`src/hw/rtl/prm_pkg.sv`:
```
// ----------------------------------------------------------------------------
// prm_pkg: shared definitions for the polynomial remainder block
// Coefficient widths, register codes and the request/response structs of the
// shared modular multiply unit.
// ----------------------------------------------------------------------------
`default_nettype none

package prm_pkg;

    // coefficient and configuration geometry
    localparam int COEFF_BITS     = 8;
    localparam int N_BITS         = COEFF_BITS + 1;
    localparam int DIV_TERMS      = 7;
    localparam int DEG_BITS       = 3;
    localparam int IDX_OUT_BITS   = 3;
    localparam int CFG_IDX_BITS   = 2;
    localparam int CFG_DATA_BITS  = DIV_TERMS * COEFF_BITS;
    localparam int STEP_CNT_BITS  = $clog2(COEFF_BITS);
    localparam int DEGREE_CAP_DEF = 7;

    // configuration register indexes
    localparam logic [CFG_IDX_BITS-1:0] CFG_MODULUS        = 2'd0;
    localparam logic [CFG_IDX_BITS-1:0] CFG_DIVISOR_DEGREE = 2'd1;
    localparam logic [CFG_IDX_BITS-1:0] CFG_DIVISOR_COEFFS = 2'd2;

    // configuration reset values
    localparam logic [COEFF_BITS-1:0]    MODULUS_RESET = 8'd2;
    localparam logic [DEG_BITS-1:0]      DEGREE_RESET  = 3'd1;
    localparam logic [CFG_DATA_BITS-1:0] COEFFS_RESET  = '0;

    // ring settings handed to the core
    typedef struct packed {
        logic [N_BITS-1:0]        n;
        logic [CFG_DATA_BITS-1:0] g;
    } ring_cfg_t;

    // request to the modular multiply unit: result = (a * b) mod n
    typedef struct packed {
        logic                  start;
        logic [COEFF_BITS-1:0] a;
        logic [COEFF_BITS-1:0] b;
        logic [N_BITS-1:0]     n;
    } mm_req_t;

    typedef struct packed {
        logic                  done;
        logic [COEFF_BITS-1:0] result;
    } mm_rsp_t;

endpackage

`default_nettype wire

```
`src/hw/rtl/prm_ifs.sv`:
```
// ----------------------------------------------------------------------------
// prm_ifs: channel interfaces of the polynomial remainder block
// Dividend coefficient input, remainder coefficient output and config writes.
// ----------------------------------------------------------------------------
`default_nettype none

interface prm_coeff_if import prm_pkg::*; ();
    logic                  valid;
    logic                  ready;
    logic [COEFF_BITS-1:0] coefficient;
    logic                  last_coefficient;

    modport source (output valid, coefficient, last_coefficient, input ready);
    modport sink   (input valid, coefficient, last_coefficient, output ready);
endinterface

interface prm_rem_if import prm_pkg::*; ();
    logic                    valid;
    logic                    ready;
    logic [COEFF_BITS-1:0]   remainder_coefficient;
    logic [IDX_OUT_BITS-1:0] coefficient_index;
    logic                    last_of_run;

    modport source (output valid, remainder_coefficient, coefficient_index, last_of_run,
                    input ready);
    modport sink   (input valid, remainder_coefficient, coefficient_index, last_of_run,
                    output ready);
endinterface

interface prm_cfg_if import prm_pkg::*; ();
    logic                     valid;
    logic                     ready;
    logic [CFG_IDX_BITS-1:0]  index;
    logic [CFG_DATA_BITS-1:0] data;

    modport source (output valid, index, data, input ready);
    modport sink   (input valid, index, data, output ready);
endinterface

`default_nettype wire

```
`src/hw/rtl/poly_remainder_mod_n_top.sv`:
```
// ----------------------------------------------------------------------------
// poly_remainder_mod_n_top: polynomial remainder modulo a monic divisor
// Config registers, ring modulus decode and the division engine.
// ----------------------------------------------------------------------------
// Dividend coefficients enter highest degree first, one request at a time; the
// request marked last ends the dividend and the remainder leaves lowest degree
// first with last_of_run on its final coefficient. Every modular product and
// reduction runs on one bit-serial multiplier that needs 8 steps; with divisor
// degree d >= 1 a coefficient takes 2d + 1 multiplier operations, and a
// constant divisor needs none. The input is not ready while a coefficient is
// in work; the output register lets the next dividend start while the final
// result waits. Config writes are always taken.
// ----------------------------------------------------------------------------
`default_nettype none

module poly_remainder_mod_n_top import prm_pkg::*;
#(
    parameter int DEGREE_CAP = DEGREE_CAP_DEF
)
(
    input  wire logic clk,
    input  wire logic rst_n,
    prm_coeff_if.sink coeff,
    prm_rem_if.source remainder,
    prm_cfg_if.sink   cfg
);

    logic [COEFF_BITS-1:0]    modulus_reg;
    logic [DEG_BITS-1:0]      degree_reg;
    logic [CFG_DATA_BITS-1:0] coeffs_reg;
    ring_cfg_t                ring;
    mm_req_t                  mm_req;
    mm_rsp_t                  mm_rsp;

    assign cfg.ready = 1'b1;

    // config register writes
    always_ff @(posedge clk or negedge rst_n)
    begin
        if (!rst_n)
        begin
            modulus_reg <= MODULUS_RESET;
            degree_reg  <= DEGREE_RESET;
            coeffs_reg  <= COEFFS_RESET;
        end
        else if (cfg.valid && cfg.ready)
        begin
            case (cfg.index)
                CFG_MODULUS:        modulus_reg <= cfg.data[COEFF_BITS-1:0];
                CFG_DIVISOR_DEGREE: degree_reg  <= cfg.data[DEG_BITS-1:0];
                CFG_DIVISOR_COEFFS: coeffs_reg  <= cfg.data;
                default:            ;
            endcase
        end
    end

    // modulus zero means the full 2^COEFF_BITS ring
    assign ring.n = (modulus_reg == '0) ? {1'b1, {COEFF_BITS{1'b0}}} : N_BITS'(modulus_reg);
    assign ring.g = coeffs_reg;

    prm_core #(
        .DEGREE_CAP (DEGREE_CAP)
    ) u_core (
        .clk       (clk),
        .rst_n     (rst_n),
        .coeff     (coeff),
        .remainder (remainder),
        .ring      (ring),
        .degree    (degree_reg),
        .mm_req    (mm_req),
        .mm_rsp    (mm_rsp)
    );

    prm_mulmod u_mulmod (
        .clk   (clk),
        .rst_n (rst_n),
        .req   (mm_req),
        .rsp   (mm_rsp)
    );

endmodule

`default_nettype wire

```
`src/hw/rtl/prm_mulmod.sv`:
```
// ----------------------------------------------------------------------------
// prm_mulmod: bit-serial modular multiplier
// Computes (a * b) mod n by Horner steps over the bits of b, MSB first,
// one doubling-add-reduce per cycle. With a = 1 it reduces b mod n.
// ----------------------------------------------------------------------------
`default_nettype none

module prm_mulmod import prm_pkg::*;
(
    input  wire logic    clk,
    input  wire logic    rst_n,
    input  wire mm_req_t req,
    output mm_rsp_t      rsp
);

    logic                     busy_reg;
    logic                     done_reg;
    logic [STEP_CNT_BITS-1:0] cnt_reg;
    logic [COEFF_BITS-1:0]    acc_reg;
    logic [COEFF_BITS-1:0]    a_reg;
    logic [COEFF_BITS-1:0]    b_reg;

    logic [N_BITS:0]          sum;
    logic [N_BITS:0]          two_n;
    logic [N_BITS:0]          one_n;
    logic [N_BITS:0]          step;

    // double, add a when the current bit of b is set, then fold below n
    always_comb
    begin
        one_n = (N_BITS + 1)'(req.n);
        two_n = {req.n, 1'b0};
        sum   = (N_BITS + 1)'({acc_reg, 1'b0})
              + (N_BITS + 1)'(b_reg[COEFF_BITS-1] ? a_reg : '0);
        if (sum >= two_n)
        begin
            step = sum - two_n;
        end
        else if (sum >= one_n)
        begin
            step = sum - one_n;
        end
        else
        begin
            step = sum;
        end
    end

    // step counter and completion pulse
    always_ff @(posedge clk or negedge rst_n)
    begin
        if (!rst_n)
        begin
            busy_reg <= 1'b0;
            done_reg <= 1'b0;
            cnt_reg  <= '0;
        end
        else if (req.start)
        begin
            busy_reg <= 1'b1;
            done_reg <= 1'b0;
            cnt_reg  <= '0;
        end
        else if (busy_reg)
        begin
            cnt_reg <= cnt_reg + 1'b1;
            if (cnt_reg == STEP_CNT_BITS'(COEFF_BITS - 1))
            begin
                busy_reg <= 1'b0;
                done_reg <= 1'b1;
            end
        end
        else
        begin
            done_reg <= 1'b0;
        end
    end

    // operands and accumulator
    always_ff @(posedge clk)
    begin
        if (req.start)
        begin
            acc_reg <= '0;
            a_reg   <= req.a;
            b_reg   <= req.b;
        end
        else if (busy_reg)
        begin
            acc_reg <= COEFF_BITS'(step);
            b_reg   <= {b_reg[COEFF_BITS-2:0], 1'b0};
        end
    end

    assign rsp.done   = done_reg;
    assign rsp.result = acc_reg;

endmodule

`default_nettype wire

```
`src/hw/rtl/prm_core.sv`:
```
// ----------------------------------------------------------------------------
// prm_core: division sequencer and remainder store
// Walks the remainder positions from the top down for each dividend
// coefficient, driving the shared modular multiplier, and streams out the
// remainder lowest degree first when the dividend ends.
// ----------------------------------------------------------------------------
`default_nettype none

module prm_core import prm_pkg::*;
#(
    parameter int DEGREE_CAP = DEGREE_CAP_DEF
)
(
    input  wire logic                clk,
    input  wire logic                rst_n,
    prm_coeff_if.sink                coeff,
    prm_rem_if.source                remainder,
    input  wire ring_cfg_t           ring,
    input  wire logic [DEG_BITS-1:0] degree,
    output mm_req_t                  mm_req,
    input  wire mm_rsp_t             mm_rsp
);

    localparam int IW = (DEGREE_CAP > 1) ? $clog2(DEGREE_CAP) : 1;
    localparam int DW = $clog2(DEGREE_CAP + 1);

    localparam logic [2:0] S_IDLE  = 3'd0;
    localparam logic [2:0] S_TOP   = 3'd1;
    localparam logic [2:0] S_BELOW = 3'd2;
    localparam logic [2:0] S_SUB   = 3'd3;
    localparam logic [2:0] S_FETCH = 3'd4;
    localparam logic [2:0] S_EMIT  = 3'd5;

    logic [2:0]            state_reg,   state_next;
    logic [IW-1:0]         idx_reg,     idx_next;
    logic [IW-1:0]         emit_reg,    emit_next;
    logic [DW-1:0]         deg_reg,     deg_next;
    logic                  last_reg,    last_next;
    logic                  start_reg,   start_next;
    logic                  op_mul_reg,  op_mul_next;
    logic                  op_coef_reg, op_coef_next;
    logic                  out_valid_reg;
    logic [COEFF_BITS-1:0] coef_reg,    coef_next;
    logic [COEFF_BITS-1:0] top_reg,     top_next;
    logic [COEFF_BITS-1:0] below_reg,   below_next;
    logic [COEFF_BITS-1:0] out_value_reg;
    logic [IW-1:0]         out_index_reg;
    logic                  out_last_reg;

    // remainder store with per-entry valid bits
    logic [COEFF_BITS-1:0] mem [DEGREE_CAP];
    logic [DEGREE_CAP-1:0] valid_reg;
    logic [COEFF_BITS-1:0] rd_data_reg;
    logic                  rd_valid_reg;
    logic [IW-1:0]         rd_addr;
    logic [IW-1:0]         wr_addr;
    logic [COEFF_BITS-1:0] wr_data;
    logic                  wr_en;
    logic                  clear;

    logic                  accept;
    logic                  out_load;
    logic                  emit_last;
    logic [DW-1:0]         deg_clamp;
    logic [COEFF_BITS-1:0] rd_value;
    logic [COEFF_BITS-1:0] g_sel;
    logic [COEFF_BITS-1:0] one_red;
    logic [N_BITS:0]       diff;
    logic [N_BITS:0]       diff_red;

    assign accept      = coeff.valid && coeff.ready;
    assign coeff.ready = (state_reg == S_IDLE);
    assign deg_clamp   = (int'(degree) > DEGREE_CAP) ? DW'(DEGREE_CAP) : DW'(degree);
    assign rd_value    = rd_valid_reg ? rd_data_reg : '0;
    assign one_red     = (ring.n == N_BITS'(1)) ? '0 : COEFF_BITS'(1);
    assign out_load    = !out_valid_reg || remainder.ready;
    assign emit_last   = (deg_reg == '0) || ((DW'(emit_reg) + DW'(1)) == deg_reg);

    // pick the divisor coefficient of the current position
    always_comb
    begin
        g_sel = '0;
        for (int k = 0; k < DIV_TERMS; k++)
        begin
            if (int'(idx_reg) == k)
            begin
                g_sel = ring.g[k*COEFF_BITS +: COEFF_BITS];
            end
        end
    end

    // new position value: (below - top * g) mod n, both terms already reduced
    always_comb
    begin
        diff = (N_BITS + 1)'(below_reg) + (N_BITS + 1)'(ring.n)
             - (N_BITS + 1)'(mm_rsp.result);
        if (diff >= (N_BITS + 1)'(ring.n))
        begin
            diff_red = diff - (N_BITS + 1)'(ring.n);
        end
        else
        begin
            diff_red = diff;
        end
    end

    // shared unit request
    assign mm_req.start = start_reg;
    assign mm_req.a     = op_mul_reg ? top_reg : one_red;
    assign mm_req.b     = op_mul_reg ? g_sel : (op_coef_reg ? coef_reg : rd_value);
    assign mm_req.n     = ring.n;

    // sequencer
    always_comb
    begin
        state_next   = state_reg;
        idx_next     = idx_reg;
        emit_next    = emit_reg;
        deg_next     = deg_reg;
        last_next    = last_reg;
        coef_next    = coef_reg;
        top_next     = top_reg;
        below_next   = below_reg;
        start_next   = 1'b0;
        op_mul_next  = op_mul_reg;
        op_coef_next = op_coef_reg;
        rd_addr      = '0;
        wr_en        = 1'b0;
        wr_addr      = idx_reg;
        wr_data      = COEFF_BITS'(diff_red);
        clear        = 1'b0;

        case (state_reg)
            S_IDLE:
            begin
                if (accept)
                begin
                    coef_next = coeff.coefficient;
                    last_next = coeff.last_coefficient;
                    deg_next  = deg_clamp;
                    if (deg_clamp == '0)
                    begin
                        if (coeff.last_coefficient)
                        begin
                            emit_next  = '0;
                            state_next = S_FETCH;
                        end
                    end
                    else
                    begin
                        // reduce the outgoing top coefficient first
                        rd_addr      = IW'(deg_clamp - DW'(1));
                        start_next   = 1'b1;
                        op_mul_next  = 1'b0;
                        op_coef_next = 1'b0;
                        state_next   = S_TOP;
                    end
                end
            end
            S_TOP:
            begin
                if (mm_rsp.done)
                begin
                    top_next     = mm_rsp.result;
                    idx_next     = IW'(deg_reg - DW'(1));
                    start_next   = 1'b1;
                    op_mul_next  = 1'b0;
                    op_coef_next = (deg_reg == DW'(1));
                    rd_addr      = IW'(deg_reg - DW'(2));
                    state_next   = S_BELOW;
                end
            end
            S_BELOW:
            begin
                if (mm_rsp.done)
                begin
                    below_next  = mm_rsp.result;
                    start_next  = 1'b1;
                    op_mul_next = 1'b1;
                    state_next  = S_SUB;
                end
            end
            S_SUB:
            begin
                if (mm_rsp.done)
                begin
                    wr_en = 1'b1;
                    if (idx_reg == '0)
                    begin
                        if (last_reg)
                        begin
                            emit_next  = '0;
                            state_next = S_FETCH;
                        end
                        else
                        begin
                            state_next = S_IDLE;
                        end
                    end
                    else
                    begin
                        // advance one position down; position zero takes the input
                        idx_next     = idx_reg - 1'b1;
                        start_next   = 1'b1;
                        op_mul_next  = 1'b0;
                        op_coef_next = (idx_reg == IW'(1));
                        rd_addr      = idx_reg - IW'(2);
                        state_next   = S_BELOW;
                    end
                end
            end
            S_FETCH:
            begin
                rd_addr    = emit_reg;
                state_next = S_EMIT;
            end
            S_EMIT:
            begin
                rd_addr = emit_reg;
                if (out_load)
                begin
                    if (emit_last)
                    begin
                        clear      = 1'b1;
                        state_next = S_IDLE;
                    end
                    else
                    begin
                        emit_next = emit_reg + 1'b1;
                        rd_addr   = emit_reg + 1'b1;
                    end
                end
            end
            default:
            begin
                state_next = S_IDLE;
            end
        endcase
    end

    // control registers
    always_ff @(posedge clk or negedge rst_n)
    begin
        if (!rst_n)
        begin
            state_reg     <= S_IDLE;
            start_reg     <= 1'b0;
            valid_reg     <= '0;
            rd_valid_reg  <= 1'b0;
            out_valid_reg <= 1'b0;
        end
        else
        begin
            state_reg    <= state_next;
            start_reg    <= start_next;
            rd_valid_reg <= valid_reg[rd_addr];
            if (clear)
            begin
                valid_reg <= '0;
            end
            else if (wr_en)
            begin
                valid_reg[wr_addr] <= 1'b1;
            end
            if (state_reg == S_EMIT && out_load)
            begin
                out_valid_reg <= 1'b1;
            end
            else if (remainder.ready)
            begin
                out_valid_reg <= 1'b0;
            end
        end
    end

    // datapath registers
    always_ff @(posedge clk)
    begin
        idx_reg     <= idx_next;
        emit_reg    <= emit_next;
        deg_reg     <= deg_next;
        last_reg    <= last_next;
        coef_reg    <= coef_next;
        top_reg     <= top_next;
        below_reg   <= below_next;
        op_mul_reg  <= op_mul_next;
        op_coef_reg <= op_coef_next;
        if (state_reg == S_EMIT && out_load)
        begin
            out_value_reg <= (deg_reg == '0) ? '0 : rd_value;
            out_index_reg <= emit_reg;
            out_last_reg  <= emit_last;
        end
    end

    // remainder store: one write, one registered read
    always_ff @(posedge clk)
    begin
        if (wr_en)
        begin
            mem[wr_addr] <= wr_data;
        end
        rd_data_reg <= mem[rd_addr];
    end

    assign remainder.valid                 = out_valid_reg;
    assign remainder.remainder_coefficient = out_value_reg;
    assign remainder.coefficient_index     = IDX_OUT_BITS'(out_index_reg);
    assign remainder.last_of_run           = out_last_reg;

endmodule

`default_nettype wire

```
`src/flat_wrapper.sv`:
```
// flat-port wrapper written by rule: the top's interface ports become plain ports
module poly_remainder_mod_n_top_flat import prm_pkg::*;
#(
    parameter int DEGREE_CAP = DEGREE_CAP_DEF
)
  (clk, rst_n, coeff_valid, coeff_coefficient, coeff_last_coefficient, coeff_ready, remainder_valid, remainder_remainder_coefficient, remainder_coefficient_index, remainder_last_of_run, remainder_ready, cfg_valid, cfg_index, cfg_data, cfg_ready);
  prm_coeff_if coeff_i ();
  prm_rem_if remainder_i ();
  prm_cfg_if cfg_i ();
  input  wire logic clk;
  input  wire logic rst_n;
  input wire logic [$bits(coeff_i.valid)-1:0] coeff_valid;
  input wire logic [$bits(coeff_i.coefficient)-1:0] coeff_coefficient;
  input wire logic [$bits(coeff_i.last_coefficient)-1:0] coeff_last_coefficient;
  output wire logic [$bits(coeff_i.ready)-1:0] coeff_ready;
  output wire logic [$bits(remainder_i.valid)-1:0] remainder_valid;
  output wire logic [$bits(remainder_i.remainder_coefficient)-1:0] remainder_remainder_coefficient;
  output wire logic [$bits(remainder_i.coefficient_index)-1:0] remainder_coefficient_index;
  output wire logic [$bits(remainder_i.last_of_run)-1:0] remainder_last_of_run;
  input wire logic [$bits(remainder_i.ready)-1:0] remainder_ready;
  input wire logic [$bits(cfg_i.valid)-1:0] cfg_valid;
  input wire logic [$bits(cfg_i.index)-1:0] cfg_index;
  input wire logic [$bits(cfg_i.data)-1:0] cfg_data;
  output wire logic [$bits(cfg_i.ready)-1:0] cfg_ready;
  assign coeff_i.valid = coeff_valid;
  assign coeff_i.coefficient = coeff_coefficient;
  assign coeff_i.last_coefficient = coeff_last_coefficient;
  assign coeff_ready = coeff_i.ready;
  assign remainder_valid = remainder_i.valid;
  assign remainder_remainder_coefficient = remainder_i.remainder_coefficient;
  assign remainder_coefficient_index = remainder_i.coefficient_index;
  assign remainder_last_of_run = remainder_i.last_of_run;
  assign remainder_i.ready = remainder_ready;
  assign cfg_i.valid = cfg_valid;
  assign cfg_i.index = cfg_index;
  assign cfg_i.data = cfg_data;
  assign cfg_ready = cfg_i.ready;
  poly_remainder_mod_n_top #(.DEGREE_CAP(DEGREE_CAP)) u_core (.clk(clk), .rst_n(rst_n), .coeff(coeff_i), .remainder(remainder_i), .cfg(cfg_i));
endmodule
```
`config.mk`:
```
export PLATFORM = sky130hd
export DESIGN_NAME = poly_remainder_mod_n_top_flat
export DESIGN_NICKNAME = d
export VERILOG_FILES = /design/src/hw/rtl/prm_pkg.sv /design/src/hw/rtl/prm_ifs.sv /design/src/hw/rtl/poly_remainder_mod_n_top.sv /design/src/hw/rtl/prm_mulmod.sv /design/src/hw/rtl/prm_core.sv /design/src/flat_wrapper.sv
export SDC_FILE = /design/constraint.sdc
export NUM_CORES = 1
export LEC_CHECK = 0
export BUFFER_PORTS_ARGS = -buffer_cell sky130_fd_sc_hd__buf_2
export CORE_MARGIN = 10
export CORE_UTILIZATION = 55
export DETAILED_ROUTE_END_ITERATION = 8
export HOLD_SLACK_MARGIN = 0.05
export PLACE_DENSITY = 0.74
export SLEW_MARGIN = 20
export SYNTH_ARGS = -nofsm -noshare
export SYNTH_HDL_FRONTEND = slang
export SYNTH_HIERARCHICAL = 1
export SYNTH_SLANG_ARGS = --single-unit
```
`constraint.sdc`:
```
create_clock -name clk -period 10.4 [get_ports clk]
set_input_delay 0.52 -clock clk [delete_from_list [all_inputs] [get_ports clk]]
set_output_delay 0.52 -clock clk [all_outputs]
set_load 0.05 [all_outputs]
```
=== Yosys cells after proc, flatten, opt, wreduce, memory -nomap -nowiden ===
Memories as Yosys holds them, arrays and structs flattened. A register that Yosys moved wholly into a read port is not among the register bits.
Cells that the tools add are included.

* Add/subtract/negate cells: 13
* Magnitude comparators: 6
* Equality and inequality tests: 32
* Muxes and demuxes: 88
* Bitwise logic cells: 1
* Reduce and logical (&&, ||, !) cells: 32

{| class="wikitable"
|+ Operators by type and width
! cell !! count
|-
| 8-bit 2-to-1 mux || 17
|-
| 3-bit 2-to-1 mux || 28
|-
| 1-bit 2-to-1 mux || 31
|-
| 8-bit subtractor || 3
|-
| 3-bit equality test (second input constant) || 7
|-
| 7-bit AND reduction || 3
|-
| 10-bit by 9-bit >= comparator with 1-bit output || 2
|-
| 2-bit != test (second input constant) || 10
|-
| 3-bit case mux with 6 select lines || 1
|-
| 3-bit zero test || 5
|-
| 3-bit case mux with 5 select lines || 1
|-
| 7-bit 2-to-1 mux || 2
|-
| 3-bit by 2-bit equality test with 1-bit output (second input constant) || 4
|-
| 2-bit AND reduction || 6
|-
| 8-bit by 9-bit adder with 10-bit output || 1
|-
| 9-bit by 8-bit adder with 10-bit output || 1
|-
| 10-bit >= comparator || 1
|-
| 10-bit by 8-bit subtractor with 10-bit output || 1
|-
| 3-bit by 1-bit equality test with 1-bit output (second input constant) || 3
|-
| 9-bit by 1-bit equality test with 1-bit output (second input constant) || 1
|-
| 9-bit 2-to-1 mux || 1
|-
| 3-bit case mux with 3 select lines || 1
|-
| 3-bit by 1-bit subtractor with 3-bit output (second input constant) || 3
|-
| 8-bit zero test || 1
|-
| other kinds (26) || 38
|}

* Bits in registers: 157
* RAM bits: 56
* Input port bits: 72
* Logic and storage cells: 199
* Memories kept: 1

{| class="wikitable"
|+ Memory list
! memory !! words !! width !! read ports !! clocked after memory_dff !! wr ports !! line !! source
|-
| u_core.u_core.mem || 7 || 8 || 1 || 1 || 1 || prm_core.sv:51 || <nowiki>logic [COEFF_BITS-1:0] mem [DEGREE_CAP];</nowiki>
|}

=== Longest topological paths before layout ===
* Depth in word-level cells: 10
* Mapped depth: 18
* Depth with buffers taken out: 18

=== Cells and area by module ===
The synthesis kept the hierarchy.

{| class="wikitable"
|+ Modules (own cells, without submodules)
! module !! instances !! cells each !! area each (µm²) !! seq. area each (µm²)
|-
| prm_core || 1 || 674 || 7282.0 || 3608.5
|-
| poly_remainder_mod_n_top || 1 || 156 || 2738.9 || 1679.1
|-
| prm_mulmod || 1 || 227 || 2269.7 || 765.7
|}

=== Worst setup path before layout ===
No wires, ideal clock.

* Path kind: reg2reg
* Start point: reg u_core.modulus_reg[1]
* End point: mem u_core.u_core.mem[0][3], data pin
* Setup time: 0.268 ns
* Data arrival time: 4.157 ns
* Required time: 10.132 ns
* Slack: 5.974 ns
* Cell stages (with the launch flop): 19
* Period minus slack after synthesis: 4.426 ns
* Cell sequence: dfstp_2 -> clkbuf_1 -> inv_1 -> fa_1 -> inv_1 -> fa_1 -> a21o_1 -> a21oi_1 -> nor2b_1 -> o31a_1 -> a21oi_1 -> ha_1 -> o21a_1 -> o31a_1 -> o311a_1 -> a2111oi_4 -> buf_2 -> nand2_1 -> o31ai_1

{| class="wikitable"
|+ RTL lines
! element !! line !! source
|-
| from (decl) || poly_remainder_mod_n_top.sv:28 || <nowiki>logic [COEFF_BITS-1:0] modulus_reg;</nowiki>
|-
| from (signal assigned) || poly_remainder_mod_n_top.sv:49 || <nowiki>CFG_MODULUS: modulus_reg <= cfg.data[COEFF_BITS-1:0];</nowiki>
|-
| to (decl) || prm_core.sv:51 ||
|}

=== Worst setup path in the final report ===
* Start point: reg u_core.modulus_reg[1]
* End point: mem u_core.u_core.mem[2][1], data pin

* Longest elaborated chain between the ends: 6

{| class="wikitable"
|+ RTL lines
! element !! line !! source
|-
| 8-bit zero test || poly_remainder_mod_n_top.sv:58 || <nowiki>assign ring.n = (modulus_reg == '0) ? {1'b1, {COEFF_BITS{1'b0}}} : N_BITS'(modulus_reg);</nowiki>
|-
| 9-bit 2-to-1 mux (*) || poly_remainder_mod_n_top.sv:58 ||
|-
| 8-bit by 9-bit adder with 10-bit output || prm_core.sv:95 || <nowiki>diff = (N_BITS + 1)'(below_reg) + (N_BITS + 1)'(ring.n)</nowiki>
|-
| 10-bit by 8-bit subtractor with 10-bit output || prm_core.sv:96 || <nowiki>- (N_BITS + 1)'(mm_rsp.result);</nowiki>
|-
| 8-bit subtractor or 10-bit by 9-bit >= comparator with 1-bit output (tied branches) || prm_core.sv:99, prm_core.sv:97 ||
|-
| 8-bit 2-to-1 mux (*) || prm_core.sv:97 || <nowiki>if (diff >= (N_BITS + 1)'(ring.n))</nowiki>
|-
| net u_core.u_core.diff_red[1] || prm_core.sv:69 || <nowiki>logic [N_BITS:0] diff_red;</nowiki>
|}

The timed path passes the listed nets; every way through them passes the cells marked *.

==> summary.txt <==
Drt
  – Vias: 8234
  – DRT antenna net count: 0
  – Final wirelength: 27330 um
  – First-pass iteration count of the detailed router: 7
  – Post-DR vias/cell: 5.860
  – DRC errors left: 0
  – Wire length per cell: 19.45 um
  – 1st-iter DRT viols: 689

Worst setup path
  – CP Launch Type: register
  – Crit-path cells: inv_1 -> fa_1 -> inv_1 -> fa_1 -> a21o_1 -> a21oi_1 -> nor2b_1 -> o31a_1 -> a21oi_1 -> ha_1 -> o21a_1 -> o31a_1 -> o311a_1 -> a2111oi_4 -> mux2_1
  – CP endpoint kind: register
  – Crit-path max FO: 14
  – CP startpoint: u_core/modulus_reg[1]
  – Crit path to: u_core/u_core/mem[2][1]
  – RR Endpoint: u_core/u_core/mem[2][1]
  – Critical register-to-register path startpoint: u_core/modulus_reg[1]
  – Slowest CP cell: a2111oi_4
  – Crit path depth: 15
  – Crit Path Class: register to register
  – Critical Path RT: 10.62 ns
  – Max incr delay on CP: 0.58 ns
  – R2R Setup Slk: 5.48 ns
  – Family with the most delay on the worst path: compound AO/OA/AOI/OAI gates
  – Critical path arrival: 5.14 ns
  – CP bufs+invs: 2
  – Worst Reg-to-Reg Cells: 15

Die
  – # rows: 54
  – Core area: 0.02189 mm^2
  – Die X-Extent: 169.5 um
  – Initial core utilization: 56.14%
  – I/O pin count: 87
  – Die ar.: 0.02873 mm^2
  – Chip Height: 169.5 um

Synth
  – Syn Area/Cell: 11.63 um^2
  – Seq/Total Area, Yosys: 49.25%
  – Ys async rst share: 38.46%
  – Net Count, Synth: 1201
  – Main synth FF type: edfxtp_1
  – Post-Syn Area: 0.01229 mm^2
  – Synth Register Bits: 221
  – Post-synth cell types: 86
  – Total number of yosys warnings: 6
  – Cell count after synthesis: 1057
  – Number of synthesized flops with an enable pin: 120

CTS
  – CTS Root Cell: clkbuf_16
  – Clock sinks: 221
  – Clk_lat worst skew: 0.51 ns
  – CTS Buffer Depth: 3
  – CTS tree: yes
  – Worst-path clk slew: 0.06 ns
  – Hold Buf Count CTS: 1
  – Post-CTS sizing: 0
  – Setup bufs post-CTS: 0
  – H-tree levels: 1
  – CTS Buf Count: 24

Pwr
  – Comb power frac: 50.2%
  – Maximum vdd ir drop: 307.8 uV
  – Switching pwr: 0.001965 W
  – Total power: 0.004884 W
  – Seq pwr share: 32.2%
  – PD cells: 360.4 mW/mm^2
  – Leak: 5.708 nW
  – Clock Power Share: 17.6%
  – Total internal power: 0.002919 W
  – Sw Share: 40.23%

Finish
  – Share of cells above drive strength 1: 20.18%
  – Antenna cells: 0
  – Fillers: 1758
  – Commonest non-fill, non-tap cell in the layout: edfxtp_1
  – Area Overhead vs Synth: 10.26%
  – # nets final: 1251
  – Most frequent cells in the layout: edfxtp_1 (120), buf_2 (84), dfrtp_1 (83)

STA
  – Setup TNS: 0 ns
  – Period Utilization, post-route: 47.35%
  – Setup-failing EPs final: 0
  – Setup Skew: 0.009761 ns
  – Final Hold Vio Count: 0
  – Max_slew headroom: 31.65%
  – Final Slew Violations: 0
  – Peak Freq: 203.1 MHz
  – RSZ-0062 raised after global routing: no
  – Worst-Margin Slew: 1.022 ns
  – Minimum clock period: 4.924 ns

Global route
  – First-pass GRT wire length: 43940 um
  – Initial antenna violation count: 0
  – Total GRT Usage: 18.78%
  – Number of global-route vias before repair: 8302
  – Total gr overflow: 0
  – Largest net degree at the start of global routing: 74

Run
  – Max Cap Viol: 0

Placement
  – Buffers on Ports: 85
  – Placer Congestion: 0.8765
  – Post-DP HPWL: 20050 um

Status
  – Status: finished, final reports clean

Min path
  – Worst hold path class: input port to register
  – Hold Path Origin: coeff_coefficient[5]
## layer usage
metal  GRT usage [%]  vias to the layer above  part of all wire (%)
met4           4.165                        0                   1.6
li1                -                     3912                     -
met1           24.82                     4048                    43
met5               0                        -                     0
met2           31.50                      235                    50
met3           3.474                       39                   6.3
## area by class of cell
cell class	instances	area (um^2)	area share, %
Clock buffer	32	724.4	5.346
Clock inverter	12	95.09	0.7017
Inverter	71	266.5	1.967
Multi-Input combinational cell	700	5602	41.34
Sequential cell	221	6053	44.67
Tap cell	280	350.3	2.585
Timing Repair Buffer	89	460.4	3.398
## logic make-up (layout without fill, tap and decap cells)
| group | count (synthesis) | in the layout | share of synthesized area (%) |
|---|---|---|---|
| simple gates | 251 | 251 | 10.10 |
| compound gates | 221 | 221 | 13.15 |
| flops | 221 | 221 | 49.25 |
| buf+inv | 136 | 204 | 5.172 |
| mux | 116 | 116 | 11.45 |
| fa+ha+maj | 72 | 72 | 8.063 |
| xor+xnor | 39 | 39 | 2.779 |
| other cells | 1 | 1 | 0.03051 |
## cell usage after synthesis (10+ instances only)
library cell,instances,share of area (%)
buf_4,14,0.86
a221oi_1,10,0.71
a211oi_1,22,1.3
o21a_1,11,0.67
nor2_1,81,2.5
o22ai_1,11,0.56
a21o_1,17,1.0
ha_1,60,6.1
nand2b_1,12,0.61
inv_1,71,2.2
and2_1,24,1.2
clkbuf_1,31,0.95
mux2_2,35,3.2
edfxtp_1,120,29
buf_2,10,0.41
xnor2_1,28,2.0
nand2_1,69,2.1
dfrtp_1,83,17
mux2_4,40,4.9
o21ai_1,21,0.86
xor2_1,11,0.78
o21ai_0,21,0.86
a21oi_1,33,1.3
dfxtp_1,16,2.6
mux2i_1,39,3.2
fa_1,12,2.0
nor3_1,14,0.57
## power by group through the flow
stage / Combinational (W) / Clock [W] / Sequential [W]
floorplan: 0.00201 / 0 / 0.00148
global placement: 0.00236 / 0 / 0.00158
detailed placement: 0.00243 / 0 / 0.00159
CTS: 0.00245 / 0.000873 / 0.00157
global route: 0.00275 / 0.000911 / 0.00160
finish: 0.00245 / 0.000857 / 0.00157
## stage by stage
| stage | setup WS, ns | hold WS [ns] | utilization [%] | cell area [um^2] | instances |
|---|---|---|---|---|---|
| detailed placement | 5.484 | 0.3806 | 58.12 | 12720 | 1360 |
| floorplan | 5.974 | 0.2244 | - | 12290 | 1057 |
| global placement | 5.533 | 0.3792 | 58.12 | 12720 | 1360 |
| finish | 5.476 | 0.1835 | 61.91 | 13550 | 1405 |
| CTS | 5.471 | 0.1668 | 61.91 | 13550 | 1405 |
| global route | 5.142 | 0.1672 | 61.91 | 13550 | 1405 |
## how the worst min path moves through the flow
stage | slack (ns) | cells past startpoint | endpoint
finish | 0.18 | 1 | u_core/u_core/coef_reg[5]
global route | 0.17 | 1 | u_core/u_core/coef_reg[5]
CTS | 0.17 | 1 | u_core/u_core/coef_reg[5]
detailed placement | 0.38 | 1 | u_core/u_core/state_reg[2]
global placement | 0.38 | 1 | u_core/u_core/remainder.valid
floorplan | 0.22 | 0 | u_core/coeffs_reg[0]
No activity file was read; power rests on OpenSTA's default activity.
